<file path="src/hw/rtl/nrp95_pkg.sv">
`timescale 1ns / 1ps

package nrp95_pkg;

    // Buffer geometry.
    localparam int MAX_SAMPLES = 4096;
    localparam int ADDR_W      = $clog2(MAX_SAMPLES);
    localparam int CNT_W       = $clog2(MAX_SAMPLES + 1);

    // Sample and result field widths.
    localparam int VAL_W     = 32;
    localparam int BIT_W     = $clog2(VAL_W);
    localparam int OUT_CNT_W = 13;

    // Nearest rank: r = (n * PCT_NUM + PCT_ROUND) / PCT_DEN.
    localparam int PCT_NUM   = 95;
    localparam int PCT_ROUND = 99;
    localparam int PCT_DEN   = 100;

    // The division by PCT_DEN is a multiply by a rounded-up reciprocal.
    // With a shift of the numerator width plus the divisor width, the
    // quotient is exact for every numerator that fits RANK_X_W bits.
    localparam int RANK_X_W = $clog2(MAX_SAMPLES * PCT_NUM + PCT_ROUND + 1);
    localparam int DEN_W    = $clog2(PCT_DEN);
    localparam int RECIP_SH = RANK_X_W + DEN_W;
    localparam longint RECIP_M = ((longint'(1) << RECIP_SH) + PCT_DEN - 1) / PCT_DEN;
    localparam int RECIP_W  = RECIP_SH - DEN_W + 1;
    localparam int PROD_W   = RANK_X_W + RECIP_W;

    // Job queue between the loader and the selection engine.
    localparam int QUEUE_DEPTH = 2;
    localparam int QPTR_W      = $clog2(QUEUE_DEPTH);
    localparam int QCNT_W      = $clog2(QUEUE_DEPTH + 1);

    // One buffer write from the loader.
    typedef struct packed {
        logic              en;
        logic [ADDR_W-1:0] addr;
        logic [VAL_W-1:0]  data;
    } mem_wr_t;

    // One finished set waiting for selection.
    typedef struct packed {
        logic [CNT_W-1:0] n;
        logic             ovf;
    } job_t;

    // Selection engine states.
    typedef enum logic [2:0] {
        B_IDLE,
        B_RANK,
        B_SCAN,
        B_DRAIN,
        B_DECIDE,
        B_HOLD
    } back_state_t;

endpackage

</file>
<file path="src/hw/rtl/nrp95_front.sv">
`timescale 1ns / 1ps

module nrp95_front
(
    input  logic                                 clk,
    input  logic                                 rst_n,
    input  logic [nrp95_pkg::VAL_W-1:0]          sample,
    input  logic                                 last,
    input  logic                                 in_valid,
    output logic                                 in_stall,
    input  logic                                 back_busy,
    input  logic                                 q_empty,
    output nrp95_pkg::mem_wr_t                   mem_wr,
    output logic                                 q_push,
    output nrp95_pkg::job_t                      q_job
);

    logic [nrp95_pkg::CNT_W-1:0] fill_count_reg;
    logic [nrp95_pkg::CNT_W-1:0] fill_count_next;
    logic                        ovf_reg;
    logic                        ovf_next;
    logic                        accept;
    logic                        room;
    logic [nrp95_pkg::CNT_W-1:0] n_after;
    logic                        ovf_after;

    // The buffer belongs to the selection engine while a set is queued or walked.
    assign in_stall = back_busy || !q_empty;
    assign accept   = in_valid && !in_stall;

    // A sample is kept while the buffer has room, otherwise it is dropped.
    assign room      = fill_count_reg < nrp95_pkg::CNT_W'(nrp95_pkg::MAX_SAMPLES);
    assign n_after   = room ? fill_count_reg + 1'b1 : fill_count_reg;
    assign ovf_after = ovf_reg || !room;

    // Buffer write for a kept sample.
    always_comb
    begin
        mem_wr.en   = accept && room;
        mem_wr.addr = fill_count_reg[nrp95_pkg::ADDR_W-1:0];
        mem_wr.data = sample;
    end

    // The item marked last closes the set and hands it to the engine.
    assign q_push    = accept && last;
    assign q_job.n   = n_after;
    assign q_job.ovf = ovf_after;

    // Fill count and overflow flag for the open set.
    always_comb
    begin
        fill_count_next = fill_count_reg;
        ovf_next        = ovf_reg;
        if (accept)
        begin
            if (last)
            begin
                fill_count_next = '0;
                ovf_next        = 1'b0;
            end
            else
            begin
                fill_count_next = n_after;
                ovf_next        = ovf_after;
            end
        end
    end

    always_ff @(posedge clk or negedge rst_n)
    begin
        if (!rst_n)
        begin
            fill_count_reg <= '0;
            ovf_reg        <= 1'b0;
        end
        else
        begin
            fill_count_reg <= fill_count_next;
            ovf_reg        <= ovf_next;
        end
    end

endmodule

</file>
<file path="config.mk">
export PLATFORM = sky130hd
export DESIGN_NAME = nrp95_front
export DESIGN_NICKNAME = d
export VERILOG_FILES = /design/src/hw/rtl/nrp95_pkg.sv /design/src/hw/rtl/nrp95_front.sv
export SDC_FILE = /design/constraint.sdc
export NUM_CORES = 1
export LEC_CHECK = 0
export ABC_CLOCK_PERIOD_IN_PS = 2000
export BUFFER_PORTS_ARGS = -buffer_cell sky130_fd_sc_hd__clkbuf_2
export CORE_ASPECT_RATIO = 0.75
export CORE_MARGIN = 10
export CORE_UTILIZATION = 39
export CTS_CLUSTER_SIZE = 8
export DETAILED_ROUTE_END_ITERATION = 6
export PLACE_DENSITY = 0.86
export SYNTH_ARGS = -nofsm -noshare
export SYNTH_HDL_FRONTEND = slang
export SYNTH_SLANG_ARGS = --single-unit
</file>
<file path="constraint.sdc">
create_clock -name clk -period 2 [get_ports clk]
set_clock_uncertainty 0.05 [all_clocks]
set_input_delay 0.2 -clock clk [delete_from_list [all_inputs] [get_ports clk]]
set_output_delay 0.2 -clock clk [all_outputs]
set_load 0.1 [all_outputs]
</file>
# == After elaboration in Yosys (flattened, before gate mapping) ==
# Cells that the tools add are included.
# totals
ff_bits,14
in_bits,38
out_inout_bits,61
elab_cells,15
# classes
n_addsub,1
order_cmp,1
muxes,3
n_reduce_logical,8
# op_table
operator,count
$mux W13,2
$add A13 B1 Y13 const B,1
$lt A13 B13 Y1 const B,1
$logic_and A1 B1 Y1,3
$logic_not A1 Y1,3
$logic_or A1 B1 Y1,2
$mux W1,1

# == Logic depth before layout (Yosys ltp) ==
# logic_depth
ltp_word,5
ltp_mapped,6
mapped_depth_nobuf,5

# == Worst setup path before layout ==
# No wires, ideal clock.
# synth_path
path_type,reg2out
start,register fill_count_reg[12] (netlist bit)
end,output port q_job[10] (netlist bit)
t_arrival_ns,2.554
required_time_ns,1.750
setup_slack_ns,-0.804
path_stages_with_launch,6
path_buffers,2
cell_sequence,dfrtp_1 buf_6 and4b_1 buf_6 nand3_1 xnor2_1
# synth_lines
item,line_no,rtl
from (decl),nrp95_front.sv:18,logic [nrp95_pkg::CNT_W-1:0] fill_count_reg;
from (signal assigned),nrp95_front.sv:78,fill_count_reg <= fill_count_next;
to (decl),nrp95_front.sv:15,output nrp95_pkg::job_t q_job

==> flow_summary.ini <==
[setup_path]
critPathKind = reg -> out
critical_path_peak_fanout = 5
max_stage_delay_ns = 0.37
critical_path_cell_by_cell = ha_2 -> and4_4 -> and4_4 -> xor2_4 -> buf_12
worst_path_most_repeated_cell = sky130_fd_sc_hd__and4_4
cpMaxStageDelayCell = sky130_fd_sc_hd__dfrtp_1
worst_ep_required_time_ns = 1.75
crit_path_start_kind = flop
worstPathArrival_ns = 1.72
cp-end-kind = output port
ff2ff_setup_slack_ns = 0.35

[flow_run]
maxCapViolations = 0

[global_route]
vias_in_the_first_global_route = 1044
overall_overflow_remaining_after_global_route = 0
grtUsageTotal_pct = 10.29
first_pass_grt_wire_length_um = 5133
grt_max_degree = 15
antenna_found_initial = 0

[routing]
firstDrtPassIters = 4
detailroute.via_count = 1007
antenna_violating_nets_post_route = 0
detail_route.iter0.violations = 45
postRouteWirelength_um = 3214
drt-vias-per-instance = 5.300
post-route-drc-count = 0
avgRoutedWirePerCell_um = 16.92

[pwr]
totalPowerFinal_mw = 1.046
power_leakage_nw = 0.7876
total_power_per_unit_cell_area_nw_per_um2 = 633.4
vdd.ir_drop.worst_uv = 468.8

[clock_tree]
clkLatencyLatePin_ns = 0.25
cts.clk_slew.worst_paths_ns = 0.06
clk_path_buf_depth = 2
tritoncts_num_sinks = 14
clockRootBuffer = sky130_fd_sc_hd__clkbuf_8
clock_tree.htree_level_count = 1
cts_inserted_buffers = 3
tritoncts_clock_tree = done

[status]
status = complete, no violations

[finish]
synthToLayoutAreaGrowth_pct = 28.65
final_cells = 190
post_route_cells_drive_above_1_share_pct = 52.63
total_nets_final = 193
finalInstanceArea_um2 = 1652
ff_latch_area_um2 = 351.6
multi_input_area_um2 = 740.7
largest_register_ffs = 13
mostFrequentLayoutCell = sky130_fd_sc_hd__clkbuf_2
finish.utilization_pct = 54.30
fill_cells = 260
most_frequent_cells_in_the_layout = 21 x sky130_fd_sc_hd__clkbuf_2, 16 x sky130_fd_sc_hd__buf_4, 13 x sky130_fd_sc_hd__dfrtp_1
insertedDiodeCount = 0

[synthesis]
yosysSeqAreaShare_pct = 27.29
synth_area_per_cell_um2 = 8.446
count_of_flip_flops_with_a_built_in_enable_after_synthesis = 0
ys_ff_latch = 14
netlist-cell-type-count = 40
synth-main-ff-cell = sky130_fd_sc_hd__dfrtp_1
synth_fp_nets = 191
synth_cells = 152
synth.yosys.warnings = 0
syn-cell-area_um2 = 1284
synthArstFlopShare_pct = 100.0

[sta]
max_clock_freq_mhz = 508.2
hold_ws_ns = 0.2930
unrepaired_setup_endpoints_after_global_routing = yes
period_minus_slack_ns = 1.968
relSlewSlack_pct = 63.03
hold_violations_final = 0
post-route-period-util_pct = 98.38
drv_slew = 0
setup_slack_ns = 0.03232
totalNegativeSetupSlack_ns = 0
final_number_of_setup_violating_endpoints = 0
timing_worst_slew_pin_value_ns = 0.5569

[floorplan]
die_area_um2 = 6010
core_area_um2 = 3042
ioPinCount = 99
die_w_um = 86.25
die_y_um = 69.69
core.rowCount = 17
start_util_pct = 42.20

[placed_design]
placed_cells = 185
dpl_cell_area_um2 = 1558
pre_cts_slack_ns = 0.1120
dp.final_hpwl_um = 2554
routabilityCongestion = 0.8578
numPortBuffers = 34

[worst_hold_path]
min-delay-path-class = in -> reg
==> final timing paths <==
| path | startpoint | to | cells after the start |
|---|---|---|---|
| worst max-delay path | fill_count_reg[1]$_DFFE_PN0N_ | q_job[11] | 5 |
| worst min-delay path | last | fill_count_reg[9]$_DFFE_PN0N_ | 2 |
| worst max register to register | fill_count_reg[12]$_DFFE_PN0N_ | fill_count_reg[7]$_DFFE_PN0N_ | 4 |
| worst min register to register | ovf_reg$_DFFE_PN0N_ | ovf_reg$_DFFE_PN0N_ | 2 |
| max in group asynchronous | rst_n | fill_count_reg[3]$_DFFE_PN0N_ | 2 |
| min in group asynchronous | rst_n | fill_count_reg[10]$_DFFE_PN0N_ | 2 |
==> cell type report <==
cell class              count  share of cell area, %
repair buffers             49                  27.58
inverters                   4                 0.9091
well taps                  38                  2.879
multi-input cells          82                  44.85
flip-flops and latches     14                  21.29
clock buffers               3                  2.500
==> Yosys cell counts (all sizes together) (2+ instances only) <==
master | number | share of area, %
inv | 4 | 1.2
xor2 | 4 | 2.7
nand2 | 14 | 4.7
nor2 | 6 | 1.8
nand3 | 6 | 2.3
dfrtp | 14 | 27
buf | 49 | 29
and4 | 3 | 2.0
o31ai | 4 | 2.3
a31oi | 2 | 0.97
and2 | 3 | 1.7
o21ai | 10 | 3.9
mux2i | 2 | 1.6
clkbuf | 3 | 0.88
xnor2 | 7 | 4.8
==> routing by layer <==
metal / track usage, % / up-vias / wire [µm]
met5: 0 / - / 0
met4: 6.595 / 0 / 108
li1: - / 466 / -
met1: 10.73 / 479 / 1178
met3: 5.152 / 19 / 363
met2: 15.97 / 43 / 1563
==> worst max-delay path: cells and delay by family, from the launching register on <==
family | cells | cell delay [ns]
fa+ha+maj | 1 | 0.20
flops | 1 | 0.37
simple gates | 2 | 0.53
xor+xnor | 1 | 0.17
buf+inv | 1 | 0.19
==> cell families (layout without fill, tap and decap cells) <==
group / after synthesis / count (layout) / share of synthesized area, %
multiplexers: 3 / 3 / 2.437
XOR/XNOR: 11 / 11 / 7.505
buffers and inverters: 56 / 56 / 30.90
AND/OR/NAND/NOR: 43 / 43 / 18.72
AO/OA/AOI/OAI: 24 / 24 / 12.18
adder cells (fa/ha/maj): 1 / 1 / 0.9745
flip-flops: 14 / 14 / 27.29
==> repair_timing <==
action,CTS,global route
endpoints found under the setup margin,4,4
hold buffers,1,0
endpoints found under the hold margin,14,0
pin swaps,0,1
resized for setup,8,5
buffers inserted,1,0
==> power by group <==
part           switching [mW]  total, mW  leakage [nW]  internal [mW]
Clock                   0.102      0.236        0.0216          0.133
Combinational           0.377      0.494         0.584          0.118
Sequential             0.0175      0.316         0.182          0.299
(Power assumes the default switching activity.)
