===== src/hw/rtl/nrp95_pkg.sv =====
`timescale 1ns / 1ps

package nrp95_pkg;

    // Buffer geometry.
    localparam int MAX_SAMPLES = 4096;
    localparam int ADDR_W      = $clog2(MAX_SAMPLES);
    localparam int CNT_W       = $clog2(MAX_SAMPLES + 1);

    // Sample and result field widths.
    localparam int VAL_W     = 32;
    localparam int BIT_W     = $clog2(VAL_W);
    localparam int OUT_CNT_W = 13;

    // Nearest rank: r = (n * PCT_NUM + PCT_ROUND) / PCT_DEN.
    localparam int PCT_NUM   = 95;
    localparam int PCT_ROUND = 99;
    localparam int PCT_DEN   = 100;

    // The division by PCT_DEN is a multiply by a rounded-up reciprocal.
    // With a shift of the numerator width plus the divisor width, the
    // quotient is exact for every numerator that fits RANK_X_W bits.
    localparam int RANK_X_W = $clog2(MAX_SAMPLES * PCT_NUM + PCT_ROUND + 1);
    localparam int DEN_W    = $clog2(PCT_DEN);
    localparam int RECIP_SH = RANK_X_W + DEN_W;
    localparam longint RECIP_M = ((longint'(1) << RECIP_SH) + PCT_DEN - 1) / PCT_DEN;
    localparam int RECIP_W  = RECIP_SH - DEN_W + 1;
    localparam int PROD_W   = RANK_X_W + RECIP_W;

    // Job queue between the loader and the selection engine.
    localparam int QUEUE_DEPTH = 2;
    localparam int QPTR_W      = $clog2(QUEUE_DEPTH);
    localparam int QCNT_W      = $clog2(QUEUE_DEPTH + 1);

    // One buffer write from the loader.
    typedef struct packed {
        logic              en;
        logic [ADDR_W-1:0] addr;
        logic [VAL_W-1:0]  data;
    } mem_wr_t;

    // One finished set waiting for selection.
    typedef struct packed {
        logic [CNT_W-1:0] n;
        logic             ovf;
    } job_t;

    // Selection engine states.
    typedef enum logic [2:0] {
        B_IDLE,
        B_RANK,
        B_SCAN,
        B_DRAIN,
        B_DECIDE,
        B_HOLD
    } back_state_t;

endpackage


===== src/hw/rtl/nrp95_queue.sv =====
`timescale 1ns / 1ps

module nrp95_queue
(
    input  logic            clk,
    input  logic            rst_n,
    input  logic            push,
    input  nrp95_pkg::job_t push_job,
    input  logic            pop,
    output nrp95_pkg::job_t head_job,
    output logic            empty,
    output logic            full
);

    nrp95_pkg::job_t              entry_reg [nrp95_pkg::QUEUE_DEPTH];
    logic [nrp95_pkg::QPTR_W-1:0] wr_ptr_reg;
    logic [nrp95_pkg::QPTR_W-1:0] wr_ptr_next;
    logic [nrp95_pkg::QPTR_W-1:0] rd_ptr_reg;
    logic [nrp95_pkg::QPTR_W-1:0] rd_ptr_next;
    logic [nrp95_pkg::QCNT_W-1:0] count_reg;
    logic [nrp95_pkg::QCNT_W-1:0] count_next;
    logic                         do_push;
    logic                         do_pop;

    assign empty    = count_reg == '0;
    assign full     = count_reg == nrp95_pkg::QCNT_W'(nrp95_pkg::QUEUE_DEPTH);
    assign do_push  = push && !full;
    assign do_pop   = pop && !empty;
    assign head_job = entry_reg[rd_ptr_reg];

    // Pointer and occupancy update.
    always_comb
    begin
        wr_ptr_next = wr_ptr_reg;
        rd_ptr_next = rd_ptr_reg;
        count_next  = count_reg;
        if (do_push)
        begin
            wr_ptr_next = wr_ptr_reg + 1'b1;
        end
        if (do_pop)
        begin
            rd_ptr_next = rd_ptr_reg + 1'b1;
        end
        if (do_push && !do_pop)
        begin
            count_next = count_reg + 1'b1;
        end
        else if (do_pop && !do_push)
        begin
            count_next = count_reg - 1'b1;
        end
    end

    always_ff @(posedge clk or negedge rst_n)
    begin
        if (!rst_n)
        begin
            wr_ptr_reg <= '0;
            rd_ptr_reg <= '0;
            count_reg  <= '0;
        end
        else
        begin
            wr_ptr_reg <= wr_ptr_next;
            rd_ptr_reg <= rd_ptr_next;
            count_reg  <= count_next;
        end
    end

    // Entry storage needs no reset.
    always_ff @(posedge clk)
    begin
        if (do_push)
        begin
            entry_reg[wr_ptr_reg] <= push_job;
        end
    end

endmodule


===== config.mk =====
export PLATFORM = sky130hd
export DESIGN_NAME = nrp95_queue
export DESIGN_NICKNAME = d
export VERILOG_FILES = /design/src/hw/rtl/nrp95_pkg.sv /design/src/hw/rtl/nrp95_queue.sv
export SDC_FILE = /design/constraint.sdc
export NUM_CORES = 1
export LEC_CHECK = 0
export ABC_AREA = 1
export BUFFER_PORTS_ARGS = -buffer_cell sky130_fd_sc_hd__buf_2
export CORE_UTILIZATION = 54
export CTS_BUF_LIST = sky130_fd_sc_hd__clkbuf_4 sky130_fd_sc_hd__clkbuf_8 sky130_fd_sc_hd__clkbuf_16
export CTS_CLUSTER_SIZE = 12
export DETAILED_ROUTE_END_ITERATION = 8
export PLACE_DENSITY = 0.9
export SETUP_SLACK_MARGIN = 0.2
export SYNTH_ARGS = -nofsm -noshare
export SYNTH_HDL_FRONTEND = slang
export SYNTH_SLANG_ARGS = --single-unit

===== constraint.sdc =====
create_clock -name clk -period 3.1 [get_ports clk]
set_input_delay 0.465 -clock clk [delete_from_list [all_inputs] [get_ports clk]]
set_output_delay 0.465 -clock clk [all_outputs]
set_load 0.03 [all_outputs]

Yosys cells after proc, flatten, opt, wreduce, memory -nomap -nowiden --
Memory sizes are Yosys's and may differ from the RTL's. Index checks and enable logic that the tools add are counted.
Word-level totals: flip-flop bits (word level) 4, bits in latches 0, memory bits (writable) 28, memory bits (read-only) 0, input port bits 18, output and inout port bits 16, word-level logic and storage cells 23, memories kept 1
Memory list:
- entry_reg | depth 2, bits a word 14, read ports 1, clocked after Yosys merged registers in 0, write ports 1, RTL line nrp95_queue.sv:15 | nrp95_pkg::job_t entry_reg [nrp95_pkg::QUEUE_DEPTH];
Operators by class: add/sub/neg operators 4, multipliers 0, divide/modulo/power cells 0, $lt $le $gt $ge 0, equality and inequality tests 1, shift-type cells 0, mux-type cells 4, bitwise gates (word level) 0, reduce and logical (&&, ||, !) cells 10
Operators with widths (count):
- logical AND 1 bit | 4
- logical NOT 1 bit | 4
- 2-to-1 mux 2 bit | 2
- adder 1 bit (second input constant) | 2
- adder 2 x 1 -> 2 bit (second input constant) | 1
- == test 2 bit (second input constant) | 1
- logical NOT 2 bit | 1
- 2-to-1 mux 1 bit | 2
- nonzero test 2 bit | 1
- subtractor 2 x 1 -> 2 bit (second input constant) | 1

Longest topological paths before layout --
word-level depth 7, mapped depth 9, mapped depth without buffers 9

Least setup slack after synthesis --
OpenSTA, ideal clock, no wires.
kind register -> register, start register count_reg[1] in the netlist's numbering, end memory entry_reg[1][0] in the netlist's numbering, enable pin, library setup time 384 ps, data arrival time 1199 ps, required time 2716 ps, setup slack 1516 ps, cell stages (with the launch flop) 4, buffers on the path 0, period minus slack after synthesis 1584 ps, path through dfrtp_1 -> inv_1 -> o21ai_0 -> nor2_1
On the way: longest elaborated chain between the ends 5
RTL lines:
- start: declaration | RTL line nrp95_queue.sv:20 | logic [nrp95_pkg::QCNT_W-1:0] count_reg;
- start signal: assignment | RTL line nrp95_queue.sv:67 | count_reg <= count_next;
- == test 2 bit | RTL line nrp95_queue.sv:26 | assign full = count_reg == nrp95_pkg::QCNT_W'(nrp95_pkg::QUEUE_DEPTH);
- logical NOT 1 bit | RTL line nrp95_queue.sv:27 | assign do_push = push && !full;
- logical AND 1 bit | RTL line nrp95_queue.sv:27
- 2-to-1 mux 1 bit | RTL line nrp95_queue.sv:74 | if (do_push)
- 2-to-1 mux 1 bit (implied by the code) | RTL line nrp95_queue.sv:76 | entry_reg[wr_ptr_reg] <= push_job;
- end: declaration | RTL line nrp95_queue.sv:15
Every way passes these cells.

==> impl_metrics.toml <==
[power_and_ir_drop]
comb_power_share_pct = 41.0
total_power_w = 0.00152
intPower_w = 0.000871
seqPwrFrac_pct = 43.8
p_per_area_nw_per_um2 = 1010
power_switching_w = 0.000650
leakage_nw = 0.701
vdd_drop_max_v = 0.000702
clkPwrFrac_pct = 15.2
swShare_pct = 42.7

[setup_path]
crit_family = "flip-flops"
cp-start-kind = "register"
crit_chain = "inv_2, nand2_1, nand2_1, buf_2"
timing.rr.end = "entry_reg[0][0]"
crit_arrival_ns = 1.59
slowest_delay_ns = 0.67
crit_slowest_cell = "dfrtp_1"
crit_path_end_kind = "output pin"
reg2reg_from = "count_reg[1]"
cp.depth = 4
crit_path_frequent_cell = "nand2_1"
cp.required_ns = 2.63
crit_type = "register to output pin"
crit_path_max_fanout = 16
cp.buffers_inverters = 2
reg2reg_depth = 5
r2r_setup_slack_ns = 1.55

[yosys]
netlist_top_cells_area = "edfxtp_1 (67%), nand2_1 (15%), dfrtp_1 (8.0%)"
yosysTopAreaCell = "edfxtp_1"
synth_cell_type_count = 16
synth_area_per_cell_um2 = 12.0
yosys_warnings = 0
netlist_area_um2 = 1260
syn-instance-count = 105
synth_top_area_share_pct = 66.9
synth-seq-area-share_pct = 74.9
synth_nets = 124
ys_ff_latch = 32

[min_path]
whs_path_depth = 1
holdPathEnd = "entry_reg[0][6]"
hp-start = "push_job[6]"
hold_class = "primary input to register"

[placed_design]
place_area_um2 = 1440
numPortBuffers = 33
dp_hpwl_um = 1450
gp_congestion = 0.733
dp.cells = 164

[route]
dr_total_vias = 847
antenna_left = 0
wl_um = 2190
drtPass1Iterations = 4
route.detailed.drc = 0
drtIter0Drc = 28
drt-vias-per-instance = 4.90
routedWlPerCell_um = 12.7

[clock_network]
postCtsSetupRepairBufs = 0
cts-root-buf = "clkbuf_4"
numClockSinks = 32
htreeDepth = 2
clk_pin_slew_ns = 0.10
cts_buffer_depth = 2
numCtsBuffers = 5
insertion_delay_ns = 0.33
cts_tree = "built"

[die]
core_area_um2 = 2210
die_h_um = 50.2
die_area_um2 = 2520
fp.dieW_um = 50.2
rows = 17
io_pins = 34
start_util_pct = 56.8

[final_layout]
instances_no_fill = 173
syn_to_final_growth_pct = 19.9
fin_nets = 163
n_antenna_cell = 0
drive_gt1_share_pct = 30.3
nFillCells = 169
design_area_um2 = 1510
multi_input_area_um2 = 262
seq_area_um2 = 941
largest_reg_flops = 28

[grt]
grtUsageTotal_pct = 20.2
grt_pass1_wl_um = 3370
grt_antenna_before_repair = 0
overflow = 0
grt_pass1_vias = 777
grt_start_max_net_pins = 17

[sta]
max_freq_mhz = 486
period_needed_ns = 2.06
setup_viol = 0
rsz0062_at_grt = "no"
tightest_slew_ns = 0.539
hold_viol_final = 0
slew_headroom_pct = 64.0
finalCritPeriodShare_pct = 66.3
setup_tns_ns = 0
fin_skew_ns = 0.0120
finalMaxSlewViolations = 0

[run]
cap_violations = 0

[run_status]
outcome = "completed"
-- per-stage QoR --
| stage | util (%) | hold WS (ns) | setup slack [ns] |
|---|---|---|---|
| 4_1_cts | 68.1 | 0.314 | 1.03 |
| 2_1_floorplan | - | 0.169 | 1.52 |
| 3_5_place_dp | 65.1 | 0.276 | 1.40 |
| 3_3_place_gp | 65.1 | 0.273 | 1.45 |
| 6_report | 68.1 | 0.327 | 1.04 |
| 5_1_grt | 68.1 | 0.293 | 0.889 |
-- synthesized netlist by cell type --
library cell  number
xnor2_1            1
edfxtp_1          28
nand2_1           51
buf_6              1
clkbuf_2           1
nor2_2             2
nor2_1             2
dfrtp_1            4
inv_1              7
nand3_1            1
nand4_1            1
nand3b_1           1
buf_4              1
o21ai_0            2
inv_2              1
ha_1               1
-- cell usage in the layout (no fill, tap or decap), drive strengths merged --
cell / n
nand2: 51
xnor2: 1
nand3b: 1
edfxtp: 28
clkbuf: 7
nor2: 4
buf: 34
nand4: 1
nand3: 1
inv: 8
ha: 1
dfrtp: 4
o21ai: 2
dlygate4sd3: 1
clkinv: 1
-- how the worst max path moves through the flow --
stage | slack [ns] | start | to
after global placement | 1.45 | rd_ptr_reg | head_job[1]
after detailed placement | 1.40 | rd_ptr_reg | head_job[1]
after floorplan | 1.52 | count_reg[1] | entry_reg[1][0]
after CTS | 1.03 | rd_ptr_reg | head_job[13]
after global routing | 0.89 | rd_ptr_reg | head_job[8]
final | 1.04 | rd_ptr_reg | head_job[13]
-- power groups by stage --
stage	Clock (W)	Combinational, W	Sequential [W]
6_report	0.000231	0.000624	0.000666
5_1_grt	0.000263	0.000684	0.000679
4_1_cts	0.000239	0.000630	0.000666
3_5_place_dp	0	0.000627	0.000675
3_3_place_gp	0	0.000609	0.000667
2_1_floorplan	0	0.000503	0.000635
-- final cells by class --
type	count	share of cell area, %
Clock buffer	7	3.49
Clock inverter	1	0.249
Inverter	8	1.99
Multi-Input combinational cell	62	17.4
Sequential cell	32	62.5
Tap cell	28	2.33
Timing Repair Buffer	35	12.1
-- cells by family (layout without fill, tap and decap cells) --
group / Yosys count / in the layout / synth area share, %
buf+inv: 11 / 51 / 4.28
flops: 32 / 32 / 74.9
xor+xnor: 1 / 1 / 0.697
simple gates: 58 / 58 / 18.3
compound gates: 2 / 2 / 0.797
fa+ha+maj: 1 / 1 / 0.996
-- repair_timing --
item | in CTS | in global routing
resized for setup | 0 | 0
hold buffers | 1 | 0
hold endpoints to repair | 4 | 0
-- per-layer routing --
layer  vias to the layer above  track usage [%]  routed length, um
li1                        421                -                  -
met1                       386             20.5                789
met2                        34             32.7               1220
met3                         6             8.79                126
met4                         0             14.8                 48
met5                         -                0                  0
Power figures use the tool's default switching activity.
